**config.mk**
```make
export PLATFORM = sky130hd
export DESIGN_NAME = battery_cycle_test_sequencer
export DESIGN_NICKNAME = d
export VERILOG_FILES = /design/src/hw/rtl/bcts_pkg.sv /design/src/hw/rtl/battery_cycle_test_sequencer.sv
export SDC_FILE = /design/constraint.sdc
export NUM_CORES = 1
export LEC_CHECK = 0
export BUFFER_PORTS_ARGS = -buffer_cell sky130_fd_sc_hd__buf_2
export CAP_MARGIN = 0
export CORE_MARGIN = 5
export CORE_UTILIZATION = 65
export CTS_CLUSTER_DIAMETER = 30
export DETAILED_ROUTE_END_ITERATION = 10
export GPL_TIMING_DRIVEN = 0
export PLACE_DENSITY = 0.82
export SLEW_MARGIN = 20
export SYNTH_ARGS = -nofsm -noshare
export SYNTH_HDL_FRONTEND = slang
export SYNTH_SLANG_ARGS = --single-unit
```
**constraint.sdc**
```tcl
create_clock -name clk -period 6.15 [get_ports clk]
set_input_delay 0.3075 -clock clk [delete_from_list [all_inputs] [get_ports clk]]
set_output_delay 0.3075 -clock clk [all_outputs]
set_load 0.03 [all_outputs]
```
**src/hw/rtl/bcts_pkg.sv**
```systemverilog
// Shared types and constants for the battery cycle test sequencer.
`default_nettype none

package bcts_pkg;

    // Field widths.
    localparam int unsigned StepW = 4;
    localparam int unsigned BatW  = 13;
    localparam int unsigned SolW  = 15;
    localparam int unsigned TimeW = 32;
    localparam int unsigned CfgIdxW  = 2;
    localparam int unsigned CfgDataW = 13;

    // Timing and voltage thresholds.
    localparam logic [TimeW-1:0] ReportPeriodMs = 32'd2000;
    localparam logic [TimeW-1:0] AbsorbPeriodMs = 32'd10800000;
    localparam logic [BatW-1:0]  FirstReportMv  = 13'd6550;
    localparam logic [BatW-1:0]  ReportStepMv   = 13'd50;
    localparam logic [BatW-1:0]  BatteryFloorMv = 13'd4000;
    localparam logic [SolW-1:0]  SolarDayMv     = 15'd18000;
    localparam logic [SolW-1:0]  MpptLowMv      = 15'd16000;
    localparam logic [SolW-1:0]  MpptHighMv     = 15'd17000;
    localparam logic [SolW-1:0]  NightHighMv    = 15'd5000;

    // Configuration register reset values.
    localparam logic [StepW-1:0] StartStepRst   = 4'd0;
    localparam logic [StepW-1:0] EndStepRst     = 4'd15;
    localparam logic [BatW-1:0]  DischargeMvRst = 13'd6200;

    // Configuration register indexes.
    typedef enum logic [CfgIdxW-1:0] {
        REG_START_STEP   = 2'd0,
        REG_END_STEP     = 2'd1,
        REG_DISCHARGE_MV = 2'd2,
        REG_RUN_MODE     = 2'd3
    } cfg_reg_t;

    // Sequencer phases.
    typedef enum logic [2:0] {
        PH_IDLE   = 3'd0,
        PH_CHECK  = 3'd1,
        PH_MPPT   = 3'd2,
        PH_DELAY  = 3'd3,
        PH_ABSORB = 3'd4,
        PH_NIGHT  = 3'd5
    } phase_t;

    // Event codes reported with each result.
    typedef enum logic [2:0] {
        EV_NONE    = 3'd0,
        EV_REPORT  = 3'd1,
        EV_ABS_BEG = 3'd2,
        EV_ABS_END = 3'd3,
        EV_MPPT    = 3'd4,
        EV_NIGHT   = 3'd5
    } event_t;

endpackage

`default_nettype wire

```
**src/hw/rtl/battery_cycle_test_sequencer.sv**
```systemverilog
// A result appears in the output register in the cycle after its poll is accepted.
// Throughput: one poll per cycle while the result side does not stall; the single result register is the only stage.
// A poll is taken whenever the result register is empty or its result leaves the same cycle.
// Reset puts the sequencer in idle with load 0 and charger enabled, and restores the
// configuration registers to start step 0, end step 15, setpoint 6200 mV and sweep mode.
`default_nettype none

module battery_cycle_test_sequencer (
    input  wire logic                         clk,
    input  wire logic                         rst_n,
    // Configuration write channel.
    input  wire logic                         cfg_valid,
    output logic                              cfg_ready,
    input  wire logic [bcts_pkg::CfgIdxW-1:0] cfg_index,
    input  wire logic [bcts_pkg::CfgDataW-1:0] cfg_data,
    // Poll request channel.
    input  wire logic                         in_valid,
    output logic                              in_stall,
    input  wire logic                         start_req,
    input  wire logic [bcts_pkg::TimeW-1:0]   now_ms,
    input  wire logic [bcts_pkg::BatW-1:0]    battery_mv,
    input  wire logic [bcts_pkg::SolW-1:0]    solar_mv,
    // Result channel.
    output logic                              out_valid,
    input  wire logic                         out_stall,
    output logic [bcts_pkg::StepW-1:0]        load_level,
    output logic                              charger_off,
    output logic [2:0]                        event_res
);
    import bcts_pkg::*;

    // Configuration registers.
    logic [StepW-1:0] start_step_reg;
    logic [StepW-1:0] end_step_reg;
    logic [BatW-1:0]  discharge_mv_reg;
    logic             run_mode_reg;

    // Sequencer state.
    phase_t           phase_reg, phase_next;
    logic [StepW-1:0] load_now_reg, load_now_next;
    logic             charger_shut_reg, charger_shut_next;
    logic             steady_run_reg, steady_run_next;
    logic             absorbing_reg, absorbing_next;
    logic [BatW-1:0]  report_level_reg, report_level_next;
    logic [TimeW-1:0] report_start_reg, report_start_next;
    logic [TimeW-1:0] absorb_start_reg, absorb_start_next;
    logic [StepW-1:0] lat_start_reg, lat_start_next;
    logic [StepW-1:0] lat_end_reg, lat_end_next;
    logic [BatW-1:0]  lat_setpoint_reg, lat_setpoint_next;
    logic             lat_fixed_reg, lat_fixed_next;

    // Result register.
    logic             out_valid_reg;
    logic [StepW-1:0] load_level_reg;
    logic             charger_off_reg;
    event_t           event_reg, event_next;

    logic in_accept;
    logic out_accept;

    // Decision terms shared by the phase and datapath logic.
    logic             at_top;
    logic             bat_ok;
    logic             below_set;
    logic             below_report;
    logic             sun_up;
    logic             first_step;
    logic             mppt_win;
    logic             night_win;
    logic [TimeW-1:0] report_elapsed;
    logic [TimeW-1:0] absorb_elapsed;
    logic             report_due;
    logic             absorb_due;

    // Handshakes: the result register frees up in the same cycle it is taken.
    assign cfg_ready  = 1'b1;
    assign in_stall   = out_valid_reg & out_stall;
    assign in_accept  = in_valid & ~in_stall;
    assign out_accept = out_valid_reg & ~out_stall;

    // Configuration writes.
    always_ff @(posedge clk or negedge rst_n)
    begin
        if (!rst_n)
        begin
            start_step_reg   <= StartStepRst;
            end_step_reg     <= EndStepRst;
            discharge_mv_reg <= DischargeMvRst;
            run_mode_reg     <= 1'b0;
        end
        else if (cfg_valid && cfg_ready)
        begin
            case (cfg_reg_t'(cfg_index))
                REG_START_STEP:   start_step_reg   <= cfg_data[StepW-1:0];
                REG_END_STEP:     end_step_reg     <= cfg_data[StepW-1:0];
                REG_DISCHARGE_MV: discharge_mv_reg <= cfg_data[BatW-1:0];
                REG_RUN_MODE:     run_mode_reg     <= cfg_data[0];
                default:          run_mode_reg     <= run_mode_reg;
            endcase
        end
    end

    // Comparisons against thresholds and elapsed times (modulo 2^32).
    assign at_top         = load_now_reg >= lat_end_reg;
    assign bat_ok         = battery_mv > BatteryFloorMv;
    assign below_set      = battery_mv < lat_setpoint_reg;
    assign below_report   = battery_mv < report_level_reg;
    assign sun_up         = solar_mv > SolarDayMv;
    assign first_step     = (load_now_reg == lat_start_reg) && !charger_shut_reg
                            && !steady_run_reg;
    assign mppt_win       = (solar_mv > MpptLowMv) && (solar_mv < MpptHighMv);
    assign night_win      = (solar_mv != '0) && (solar_mv < NightHighMv);
    assign report_elapsed = now_ms - report_start_reg;
    assign absorb_elapsed = now_ms - absorb_start_reg;
    assign report_due     = report_elapsed > ReportPeriodMs;
    assign absorb_due     = absorb_elapsed > AbsorbPeriodMs;

    // Next phase.
    always_comb
    begin
        phase_next = phase_reg;
        if (start_req)
        begin
            phase_next = PH_CHECK;
        end
        else
        begin
            case (phase_reg)
                PH_CHECK:
                begin
                    if (absorbing_reg)
                    begin
                        phase_next = PH_ABSORB;
                    end
                    else if (at_top)
                    begin
                        if (below_set && bat_ok)
                        begin
                            phase_next = PH_MPPT;
                        end
                        else if (below_report && bat_ok)
                        begin
                            phase_next = PH_DELAY;
                        end
                    end
                    else if (lat_fixed_reg)
                    begin
                        phase_next = PH_DELAY;
                    end
                    else if (sun_up && !first_step)
                    begin
                        phase_next = steady_run_reg ? PH_ABSORB : PH_DELAY;
                    end
                end
                PH_MPPT:
                begin
                    if (lat_fixed_reg || mppt_win)
                    begin
                        phase_next = PH_DELAY;
                    end
                end
                PH_DELAY:
                begin
                    if (report_due)
                    begin
                        phase_next = PH_CHECK;
                    end
                end
                PH_ABSORB:
                begin
                    if (absorb_due)
                    begin
                        phase_next = PH_NIGHT;
                    end
                end
                PH_NIGHT:
                begin
                    if (lat_fixed_reg || night_win)
                    begin
                        phase_next = PH_DELAY;
                    end
                end
                default:
                begin
                    phase_next = PH_IDLE;
                end
            endcase
        end
    end

    // Datapath updates and event code for the current poll.
    always_comb
    begin
        load_now_next     = load_now_reg;
        charger_shut_next = charger_shut_reg;
        steady_run_next   = steady_run_reg;
        absorbing_next    = absorbing_reg;
        report_level_next = report_level_reg;
        report_start_next = report_start_reg;
        absorb_start_next = absorb_start_reg;
        lat_start_next    = lat_start_reg;
        lat_end_next      = lat_end_reg;
        lat_setpoint_next = lat_setpoint_reg;
        lat_fixed_next    = lat_fixed_reg;
        event_next        = EV_NONE;
        if (start_req)
        begin
            // A start request latches the run settings from the registers.
            lat_fixed_next    = run_mode_reg;
            lat_start_next    = start_step_reg;
            lat_end_next      = run_mode_reg ? start_step_reg : end_step_reg;
            lat_setpoint_next = discharge_mv_reg;
            load_now_next     = start_step_reg;
            steady_run_next   = run_mode_reg;
            absorbing_next    = 1'b0;
            if (run_mode_reg)
            begin
                charger_shut_next = 1'b1;
            end
            report_start_next = now_ms;
            event_next        = EV_REPORT;
        end
        else
        begin
            case (phase_reg)
                PH_CHECK:
                begin
                    if (absorbing_reg)
                    begin
                        event_next = EV_NONE;
                    end
                    else if (at_top)
                    begin
                        // At the top step, watch the battery discharge.
                        if (below_set && bat_ok)
                        begin
                            load_now_next     = lat_start_reg;
                            steady_run_next   = 1'b1;
                            charger_shut_next = 1'b0;
                        end
                        else if (below_report && bat_ok)
                        begin
                            report_level_next = (report_level_reg >= ReportStepMv)
                                                ? report_level_reg - ReportStepMv : '0;
                        end
                    end
                    else if (!lat_fixed_reg && sun_up)
                    begin
                        // Sweep the load up while the sun is strong; in a steady run, begin absorption.
                        if (first_step)
                        begin
                            charger_shut_next = 1'b1;
                            report_level_next = FirstReportMv;
                        end
                        else if (!steady_run_reg)
                        begin
                            load_now_next = load_now_reg + StepW'(1);
                        end
                        else
                        begin
                            absorb_start_next = now_ms;
                            absorbing_next    = 1'b1;
                            event_next        = EV_ABS_BEG;
                        end
                    end
                end
                PH_MPPT:
                begin
                    if (!lat_fixed_reg && mppt_win)
                    begin
                        event_next = EV_MPPT;
                    end
                end
                PH_DELAY:
                begin
                    if (report_due)
                    begin
                        report_start_next = now_ms;
                        event_next        = EV_REPORT;
                    end
                end
                PH_ABSORB:
                begin
                    if (absorb_due)
                    begin
                        absorbing_next = 1'b0;
                        event_next     = EV_ABS_END;
                    end
                end
                PH_NIGHT:
                begin
                    // Night reached: load the battery at the top step again.
                    if (!lat_fixed_reg && night_win)
                    begin
                        load_now_next     = lat_end_reg;
                        charger_shut_next = 1'b1;
                        report_level_next = FirstReportMv;
                        event_next        = EV_NIGHT;
                    end
                end
                default:
                begin
                    event_next = EV_NONE;
                end
            endcase
        end
    end

    // Sequencer state registers, updated on each accepted poll.
    always_ff @(posedge clk or negedge rst_n)
    begin
        if (!rst_n)
        begin
            phase_reg        <= PH_IDLE;
            load_now_reg     <= '0;
            charger_shut_reg <= 1'b0;
            steady_run_reg   <= 1'b0;
            absorbing_reg    <= 1'b0;
            report_level_reg <= '0;
            report_start_reg <= '0;
            absorb_start_reg <= '0;
            lat_start_reg    <= '0;
            lat_end_reg      <= '0;
            lat_setpoint_reg <= '0;
            lat_fixed_reg    <= 1'b0;
        end
        else if (in_accept)
        begin
            phase_reg        <= phase_next;
            load_now_reg     <= load_now_next;
            charger_shut_reg <= charger_shut_next;
            steady_run_reg   <= steady_run_next;
            absorbing_reg    <= absorbing_next;
            report_level_reg <= report_level_next;
            report_start_reg <= report_start_next;
            absorb_start_reg <= absorb_start_next;
            lat_start_reg    <= lat_start_next;
            lat_end_reg      <= lat_end_next;
            lat_setpoint_reg <= lat_setpoint_next;
            lat_fixed_reg    <= lat_fixed_next;
        end
    end

    // Result valid flag.
    always_ff @(posedge clk or negedge rst_n)
    begin
        if (!rst_n)
        begin
            out_valid_reg <= 1'b0;
        end
        else if (in_accept)
        begin
            out_valid_reg <= 1'b1;
        end
        else if (out_accept)
        begin
            out_valid_reg <= 1'b0;
        end
    end

    // Result payload.
    always_ff @(posedge clk)
    begin
        if (in_accept)
        begin
            load_level_reg  <= load_now_next;
            charger_off_reg <= charger_shut_next;
            event_reg       <= event_next;
        end
    end

    assign out_valid   = out_valid_reg;
    assign load_level  = load_level_reg;
    assign charger_off = charger_off_reg;
    assign event_res   = event_reg;

endmodule

`default_nettype wire

```
### Yosys cells after proc, flatten, opt, wreduce, memory -nomap -nowiden

Cells that the tools add are included.

* bitwise operators: 9
* reduce and logical (&&, ||, !) cells: 37
* multipliers: 0
* multiplexer cells: 69
* order comparisons: 11
* shifts and indexed selects: 0
* $add $sub $neg: 4
* divide/modulo/power cells: 0
* eq/ne operators: 22

Operator list (count)
* 2-to-1 mux 13 bit: 8
* 2-to-1 mux 32 bit: 3
* subtractor 32 bit: 2
* 2-to-1 mux 3 bit: 14
* 2-to-1 mux 4 bit: 9
* greater-than comparator 32 x 11 -> 1 bit, second input constant: 1
* greater-than comparator 32 x 24 -> 1 bit, second input constant: 1
* one-hot mux 3 bit (5 select lines): 2
* < comparator 13 bit: 2
* one-hot mux 13 bit (2 select lines): 1
* != test 3 bit, second input constant: 8
* 2-to-1 mux 1 bit: 23
* greater-than comparator 15 x 14 -> 1 bit, second input constant: 1
* greater-than comparator 15 bit, second input constant: 1
* < comparator 15 x 13 -> 1 bit, second input constant: 1
* < comparator 15 bit, second input constant: 1
* nonzero test 15 bit: 1
* nonzero test 2 bit: 7
* >= comparator 13 x 6 -> 1 bit, second input constant: 1
* greater-than comparator 13 x 12 -> 1 bit, second input constant: 1
* subtractor 13 x 6 -> 13 bit, second input constant: 1
* 2-to-1 mux 2 bit: 6
* != test 6 bit, second input constant: 2
* logical AND 1 bit: 10
* 23 further kinds: 45

* bits of input ports: 81
* memories: 0
* output and inout port bits: 11
* bits in latches: 0
* word-level logic and storage cells: 172
* RAM bits: 0
* register bits: 140
* ROM bits: 0

### Longest topological paths before layout

Gate-level depths: netlist (run 1).

* depth after elaboration: 11
* depth in mapped cells: 17

### Worst setup path before layout (run 1)

Ideal clock, no wire load.

* path type: input to register
* start: in now_ms[0] in the netlist's numbering
* end: reg event_reg[0] (netlist: event_res[0]) (data pin)
* required time: 5875 ps
* arrival: 3581 ps
* stages on the path: 17
* slack: 2294 ps
* buffers on the path: 3
* cell sequence: inv_1 ha_1 inv_1 fa_1 a21o_1 a311o_1 a221oi_4 xor2_1 nand4_1 or4_1 nor4_1 and4_1 buf_6 nand2b_4 buf_12 buf_12 o211ai_1

* word-level cells in the longest chain between the ends: 4

Ends and longest elaborated chain
* from (decl): RTL line battery_cycle_test_sequencer.sv:20 `input wire logic [bcts_pkg::TimeW-1:0] now_ms,`
* subtractor 32 bit, on equally long branches: RTL line battery_cycle_test_sequencer.sv:114, battery_cycle_test_sequencer.sv:113
* greater-than comparator 32 x 24 -> 1 bit / greater-than comparator 32 x 11 -> 1 bit (equally long branches): RTL line battery_cycle_test_sequencer.sv:116, battery_cycle_test_sequencer.sv:115
* 2-to-1 mux 2 bit / 2-to-1 mux 1 bit (equally long branches): RTL line battery_cycle_test_sequencer.sv:284, battery_cycle_test_sequencer.sv:276
* one-hot mux 3 bit (5 select lines) *: RTL line battery_cycle_test_sequencer.sv:225 `case (phase_reg)`
* to (signal assigned): RTL line battery_cycle_test_sequencer.sv:368 `event_reg <= event_next;`
* to (decl): RTL line battery_cycle_test_sequencer.sv:56 `event_t event_reg, event_next;`

Mark *: on every way between the ends. The rest lies on a longest branch, timed or not.
A chain may end at the register's enable or synchronous reset.

### Worst setup path in the final report (run 1)

* start: reg report_start_reg[0]
* end: reg event_reg[0] (netlist: event_res[0]) (data pin)

* word-level cells in the longest chain between the ends: 4

Ends and longest elaborated chain
* from (decl): RTL line battery_cycle_test_sequencer.sv:45 `logic [TimeW-1:0] report_start_reg, report_start_next;`
* from (signal assigned): RTL line battery_cycle_test_sequencer.sv:335 `report_start_reg <= report_start_next;`
* subtractor 32 bit: RTL line battery_cycle_test_sequencer.sv:113 `assign report_elapsed = now_ms - report_start_reg;`
* greater-than comparator 32 x 11 -> 1 bit: RTL line battery_cycle_test_sequencer.sv:115 `assign report_due = report_elapsed > ReportPeriodMs;`
* 2-to-1 mux 1 bit: RTL line battery_cycle_test_sequencer.sv:276 `if (report_due)`
* one-hot mux 3 bit (5 select lines): RTL line battery_cycle_test_sequencer.sv:225

Every way passes these cells.

==> results.sh, run 1 <==
export IMPL_layout_nets=1747
export IMPL_maxCapViolations=0
export IMPL_drcViolationCount=0
export IMPL_synth_area_um2=12160
export IMPL_required_ns=6.29
export IMPL_synthMuxAreaShare_pct=8.245
export IMPL_area_growth_pct=11.60
export IMPL_path_max_fanout=10
export IMPL_arrival_ns=4.69
export IMPL_final_common_cell="nand2_1"
export IMPL_synth_edf_count=8
export IMPL_seq_area_um2=3530
export IMPL_placementRows=50
export IMPL_ios=92
export IMPL_synth_fp_nets=1637
export IMPL_min_path_type="in2reg"
export IMPL_ys_ff_latch=139
export IMPL_drt_first_pass_iters=5
export IMPL_min_path_cells=2
export IMPL_synth_fa_ha_area_share_pct=9.799
export IMPL_pre_cts_slack_ns=1.525
export IMPL_syn_avg_cell_area_um2=8.314
export IMPL_power_density_nw_per_um2=456.6
export IMPL_peakVddDrop_uv=233.3
export IMPL_grt_overflow=0
export IMPL_synth_area_leaders="dfrtp_1 25%, ha_1 9.5%, mux2_2 6.8%"
export IMPL_outcome="finished clean"
export IMPL_dieArea_um2=21540
export IMPL_yosys_area_share_simple_pct=18.87
export IMPL_yosysTopAreaCell="dfrtp_1"
export IMPL_cp_end_kind="flip-flop"
export IMPL_finalCriticalPeriod_ns=4.547
export IMPL_grt_max_degree=75
export IMPL_io_buffer_count=89
export IMPL_tns_ns=0
export IMPL_finalClockSkew_ns=0.009858
export IMPL_hpwl_um=26010
export IMPL_slew_violations=0
export IMPL_path_class="reg2reg"
export IMPL_setup_viol=0
export IMPL_yosysWarnings=0
export IMPL_fp_dieW_um=146.8
export IMPL_gp_congestion=0.9418
export IMPL_fp_dieH_um=146.8
export IMPL_fmax_ghz=0.2199
export IMPL_core_area_um2=18580
export IMPL_routed_wl_um=34850
export IMPL_multi_input_area_um2=7792
export IMPL_synth_top_cell_area_share_pct=25.12
export IMPL_max_clock_path_buffers=2
export IMPL_final_hold_viol_count=0
export IMPL_hold_ws_ns=0.07715
export IMPL_drive_gt1_share_pct=15.77
export IMPL_layout_cells_most_common_list="136 x nand2_1, 122 x dfrtp_1, 112 x inv_1, 112 x o21ai_0, 105 x a21oi_1"
export IMPL_synth_xor_area_share_pct=2.666
export IMPL_htree_levels=4
export IMPL_antenna_found_initial=1
export IMPL_start_kind="flip-flop"
export IMPL_initial_core_util_pct=65.42
export IMPL_synth_distinct_cells=90
export IMPL_track_usage_pct=31.53
export IMPL_seq_area_frac_synth_pct=29.04
export IMPL_grt_pass1_vias=11110
export IMPL_vias=11970
export IMPL_postSynthCellCount=1462
export IMPL_p_leak_nw=5.905
export IMPL_ctsResizeCount=0
export IMPL_r2r_cells=16
export IMPL_cts_root_buf="clkbuf_16"
export IMPL_synth_top_family_by_area="compound AO/OA/AOI/OAI gates"
export IMPL_fin_ws_ns=1.603
export IMPL_n_fill_cell=1442
export IMPL_numCtsBuffers=17
export IMPL_grt_pass1_wl_um=55790
export IMPL_utilization_pct=73.01
export IMPL_synth_async_reset_ratio_pct=94.24
export IMPL_clk_pin_slew_ns=0.07
export IMPL_vias_per_cell=6.575
export IMPL_final_antenna_net_count=0
export IMPL_cts_sinks=139
export IMPL_grt_setup_unrepaired="no"
export IMPL_synthFlopType="dfrtp_1"
export IMPL_wl_per_cell_um=19.14
export IMPL_post_cts_buffers=0
export IMPL_period_share_pct=73.94
export IMPL_worst_pin_slew_ns=1.088
export IMPL_clkLatencyLatePin_ns=0.44
export IMPL_cts_tree="yes"
export IMPL_drt_initial_drc_count=969
export IMPL_synth_compound_area_share_pct=24.50
export IMPL_max_slew_margin_pct=26.78
-- cells in the mapped netlist, types with 6 or more instances --
library cell    n
nand2_1       136
dfrtp_1       122
inv_1         112
o21ai_0       112
a21oi_1       105
ha_1           92
nor2_1         87
mux2_2         73
nor3_1         62
clkbuf_1       60
nand3_1        53
a21o_1         30
a311o_1        28
o211ai_1       27
nand4_1        19
xor2_1         19
mux2i_1        18
nand2b_1       18
xnor2_1        18
o21a_1         14
nor4_1         13
a31oi_1        11
o22ai_1        11
nor2b_1        10
and3_1          9
dfstp_2         9
o31ai_1         9
or3_1           9
and4_1          8
edfxtp_1        8
a211oi_1        7
o2111ai_1       7
or4_1           7
o21bai_1        6
or2_2           6
-- repair_timing --
| item | CTS | global route |
|---|---|---|
| setup endpoints to repair | 0 | 0 |
| hold buffers | 1 | 0 |
| hold endpoints to repair | 57 | 0 |
-- area by class of cell --
class	instances	area share [%]
Sequential cell	139	26.02
Timing Repair Buffer	91	3.634
Antenna cell	2	0.03689
Tap cell	234	2.158
Clock buffer	17	3.136
Multi-Input combinational cell	1131	57.44
Buffer	80	3.044
Inverter	112	3.099
Clock inverter	15	1.430
-- worst max-delay path: stages, from the launching register on --
cell,delay (ns)
dfrtp_1,0.41
ha_1,0.22
inv_1,0.06
fa_1,0.39
a21o_1,0.24
a311o_1,0.41
a221oi_4,0.41
xor2_1,0.20
nand4_1,0.12
or4_1,0.53
nor4_1,0.32
and4_1,0.28
buf_6,0.15
nand2b_4,0.14
buf_12,0.13
buf_12,0.13
o211ai_1,0.10
-- logic make-up after synthesis --
kind of cell	Yosys count
buffers and inverters	192
AO/OA/AOI/OAI	442
AND/OR/NAND/NOR	466
XOR/XNOR	37
flip-flops	139
other	1
multiplexers	91
adder cells (fa/ha/maj)	94
-- report_power, final --
group,switching [W],leakage (nW),total (W),internal (W)
clock,0.000509,0.299,0.00106,0.000554
sequential,0.000232,1.64,0.00148,0.00125
combinational,0.00217,3.97,0.00365,0.00148
-- per-stage QoR --
step                      cell area [um2]  power [W]  cells
after detailed placement            12930   0.005007   1786
after global placement              12890   0.004880   1785
after floorplan                     12160   0.004170   1462
after global routing                13560   0.006665   1820
final                               13570   0.006195   1821
after CTS                           13560   0.006108   1819
-- worst paths after layout --
| path | startpoint | to | slack [ns] |
|---|---|---|---|
| min in group asynchronous | rst_n | report_start_reg[7] | 0.38 |
| worst min register to register | lat_end_reg[1] | lat_end_reg[1] | 0.49 |
| worst max register to register | report_start_reg[0] | event_res[0] | 1.60 |
| worst max-delay path | report_start_reg[0] | event_res[0] | 1.60 |
| worst min-delay path | in_valid | out_valid | 0.08 |
| max in group asynchronous | rst_n | discharge_mv_reg[12] | 5.01 |
-- layer usage --
layer	routed length (um)	global-route usage (%)
met1	15530	46.20
met2	15430	47.87
met3	3276	6.354
met4	622	8.231
met5	0	0
(Power assumes the default switching activity.)
==> run 2: changes to the inputs <==
--- a/config.mk
+++ b/config.mk
@@ -5,14 +5,15 @@
 export SDC_FILE = /design/constraint.sdc
 export NUM_CORES = 1
 export LEC_CHECK = 0
+export ABC_AREA = 1
 export BUFFER_PORTS_ARGS = -buffer_cell sky130_fd_sc_hd__buf_2
 export CAP_MARGIN = 0
 export CORE_MARGIN = 5
-export CORE_UTILIZATION = 65
+export CORE_UTILIZATION = 63
 export CTS_CLUSTER_DIAMETER = 30
 export DETAILED_ROUTE_END_ITERATION = 10
 export GPL_TIMING_DRIVEN = 0
-export PLACE_DENSITY = 0.82
+export PLACE_DENSITY = 0.8
 export SLEW_MARGIN = 20
 export SYNTH_ARGS = -nofsm -noshare
 export SYNTH_HDL_FRONTEND = slang
==> constraint.sdc (replaced) <==
create_clock -name clk -period 4.77 [get_ports clk]
set_input_delay 0.2385 -clock clk [delete_from_list [all_inputs] [get_ports clk]]
set_output_delay 0.2385 -clock clk [all_outputs]
set_load 0.03 [all_outputs]
==> results.sh, run 2 <==
export IMPL_cts_root_buf="clkbuf_16"
export IMPL_layout_nets=2405
export IMPL_vias_per_cell=5.365
export IMPL_ys_top_cells_by_count="739 x nand2_1, 407 x inv_1, 203 x nor2_1, 143 x nand3_1, 122 x dfrtp_1"
export IMPL_top_layer="met4"
export IMPL_initial_core_util_pct=63.78
export IMPL_worst_pin_slew_ns=0.9258
export IMPL_clk_pin_slew_ns=0.07
export IMPL_final_common_cell="nand2_1"
export IMPL_min_path_type="in2reg"
export IMPL_synth_area_leaders="dfrtp_1 24%, nand2_1 22%, inv_1 12%"
export IMPL_met3_length_um=2731
export IMPL_synthMostInstantiatedCell="nand2_1"
export IMPL_max_clock_path_buffers=2
export IMPL_final_hold_viol_count=0
export IMPL_final_antenna_net_count=0
export IMPL_fp_dieH_um=152.9
export IMPL_drcViolationCount=0
export IMPL_slew_violations=0
export IMPL_routed_wl_um=36020
export IMPL_synth_fp_nets=2294
export IMPL_outcome="finished clean"
export IMPL_drt_first_pass_iters=6
export IMPL_period_share_pct=68.88
export IMPL_cts_sinks=139
export IMPL_grt_max_degree=74
export IMPL_synth_edf_count=8
export IMPL_dieArea_um2=23380
export IMPL_grt_pass1_wl_um=59080
export IMPL_clkLatencyLatePin_ns=0.43
export IMPL_grt_overflow=0
export IMPL_yosysTopAreaCell="dfrtp_1"
export IMPL_crit_buf_inv=3
export IMPL_wl_per_cell_um=14.33
export IMPL_drive_gt1_share_pct=8.159
export IMPL_setup_viol=0
export IMPL_path_max_fanout=10
export IMPL_io_buffer_count=90
export IMPL_hold_ws_ns=0.02395
export IMPL_ios=92
export IMPL_vias=13490
export IMPL_cts_tree="yes"
export IMPL_post_cts_buffers=0
export IMPL_area_growth_pct=10.99
export IMPL_synth_async_reset_ratio_pct=94.24
export IMPL_synthFlopType="dfrtp_1"
export IMPL_maxCapViolations=0
export IMPL_arrival_ns=3.59
export IMPL_finalCriticalPeriod_ns=3.286
export IMPL_wl_met1_um=16330
export IMPL_numCtsBuffers=17
export IMPL_grt_pass1_vias=12310
export IMPL_power_density_nw_per_um2=549.4
export IMPL_crit_slowest_cell="dfrtp_1"
export IMPL_core_area_um2=20170
export IMPL_crit_top_cell="nor2_1"
export IMPL_synth_distinct_cells=49
export IMPL_grt_setup_unrepaired="no"
export IMPL_wl_met2_um=15940
export IMPL_p_leak_nw=8.278
export IMPL_tns_ns=0
export IMPL_track_usage_pct=30.56
export IMPL_syn_avg_cell_area_um2=6.071
export IMPL_ctsResizeCount=0
export IMPL_max_slew_margin_pct=38.21
export IMPL_cts_hold_buffers=1
export IMPL_synth_top_cell_area_share_pct=23.73
export IMPL_gp_congestion=0.9711
export IMPL_postSynthCellCount=2119
export IMPL_hpwl_um=29130
export IMPL_drt_initial_drc_count=1029
export IMPL_finalClockSkew_ns=0.01459
export IMPL_start_kind="flip-flop"
export IMPL_peakVddDrop_uv=329.7
export IMPL_fp_dieW_um=152.9
export IMPL_layout_cells_most_common_list="739 x nand2_1, 407 x inv_1, 203 x nor2_1"
export IMPL_required_ns=5.07
export IMPL_antenna_found_initial=1
export IMPL_htree_levels=4
export IMPL_seq_area_frac_synth_pct=27.44
export IMPL_critPathMaxStageDelay_ns=0.52
export IMPL_yosysWarnings=0
export IMPL_crit_family="simple AND/OR/NAND/NOR gates"
export IMPL_placementRows=52
export IMPL_fmax_ghz=0.3044
export IMPL_synth_area_um2=12860
export IMPL_cp_end_kind="flip-flop"
export IMPL_path_cells="ha_1, inv_1, nor2_1, o21ai_1, nand2_1, a31oi_2, inv_2, nor2_2, nand2_1, nor2_1, nand3_2, clkbuf_1, nor2_1, a21oi_1"
export IMPL_ys_ff_latch=139
export IMPL_path_class="reg2reg"
## run 2: changes by cell type after synthesis, sizes merged, moves of 40 or more
cell / change
nand2: +609
inv: +302
nor2: +121
nand3: +95
mux2: -63
clkbuf: -42
nor3: -40
## run 2: worst paths after layout
check / start / end / slack [ns] / depth (start not counted)
setup / recovery: load_now_reg[1] / absorb_start_reg[1] / 1.48 / 14
hold / removal: in_valid / out_valid / 0.02 / 3
setup reg to reg: load_now_reg[1] / absorb_start_reg[1] / 1.48 / 14
hold reg to reg: end_step_reg[0] / end_step_reg[0] / 0.50 / 2
max in group asynchronous: rst_n / end_step_reg[1] / 3.66 / 3
min in group asynchronous: rst_n / absorb_start_reg[3] / 0.35 / 2
## run 2: logic make-up (layout without fill, tap and decap cells)
logic type | Yosys count | after routing | synth area share, %
compound gates | 219 | 219 | 9.143
xor+xnor | 25 | 25 | 1.702
fa+ha+maj | 94 | 94 | 9.260
buf+inv | 444 | 568 | 13.28
flops | 139 | 139 | 27.44
mux | 10 | 10 | 0.8754
other cells | 1 | 2 | 0.02915
simple gates | 1187 | 1187 | 38.27
## run 2: power by group
part	internal, W	switching [W]
Combinational	0.00161	0.00311
Sequential	0.00158	0.000221
Clock	0.000699	0.000621
Total	0.00389	0.00395
## run 2: area by class of cell
class                   instances  area [um2]
clock inverters                15       150.1
plain buffers                  28       146.4
multi-input cells            1536        7626
repair buffers                 92       498.0
inverters                     416        1562
flip-flops and latches        139        3530
diodes                          1       2.502
clock buffers                  17       425.4
fillers                      1858        5892
well taps                     270       337.8
## run 2: worst reg2reg max path, delay by kind of cell (launching register included)
family / cells / cell delay, ns
buf+inv: 3 / 0.59
compound gates: 3 / 0.59
flops: 1 / 0.52
fa+ha+maj: 1 / 0.39
simple gates: 7 / 1.06
## run 2: per-layer routing
metal / GRT usage [%] / vias up
li1: - / 6813
met2: 47.44 / 466
met3: 6.390 / 74
met5: 0 / -
met4: 9.376 / 0
met1: 43.23 / 6134
## run 2: per-stage QoR
| step | utilization [%] | cell area [um2] | setup WS, ns | std cells | power, W |
|---|---|---|---|---|---|
| CTS | 70.78 | 14270 | 1.555 | 2513 | 0.007767 |
| global route | 70.79 | 14280 | 1.264 | 2514 | 0.008623 |
| detailed placement | 67.87 | 13690 | 1.401 | 2480 | 0.006423 |
| floorplan | - | 12860 | 2.268 | 2119 | 0.005310 |
| global placement | 67.69 | 13650 | 1.503 | 2479 | 0.006283 |
| finish | 70.79 | 14280 | 1.484 | 2514 | 0.007844 |
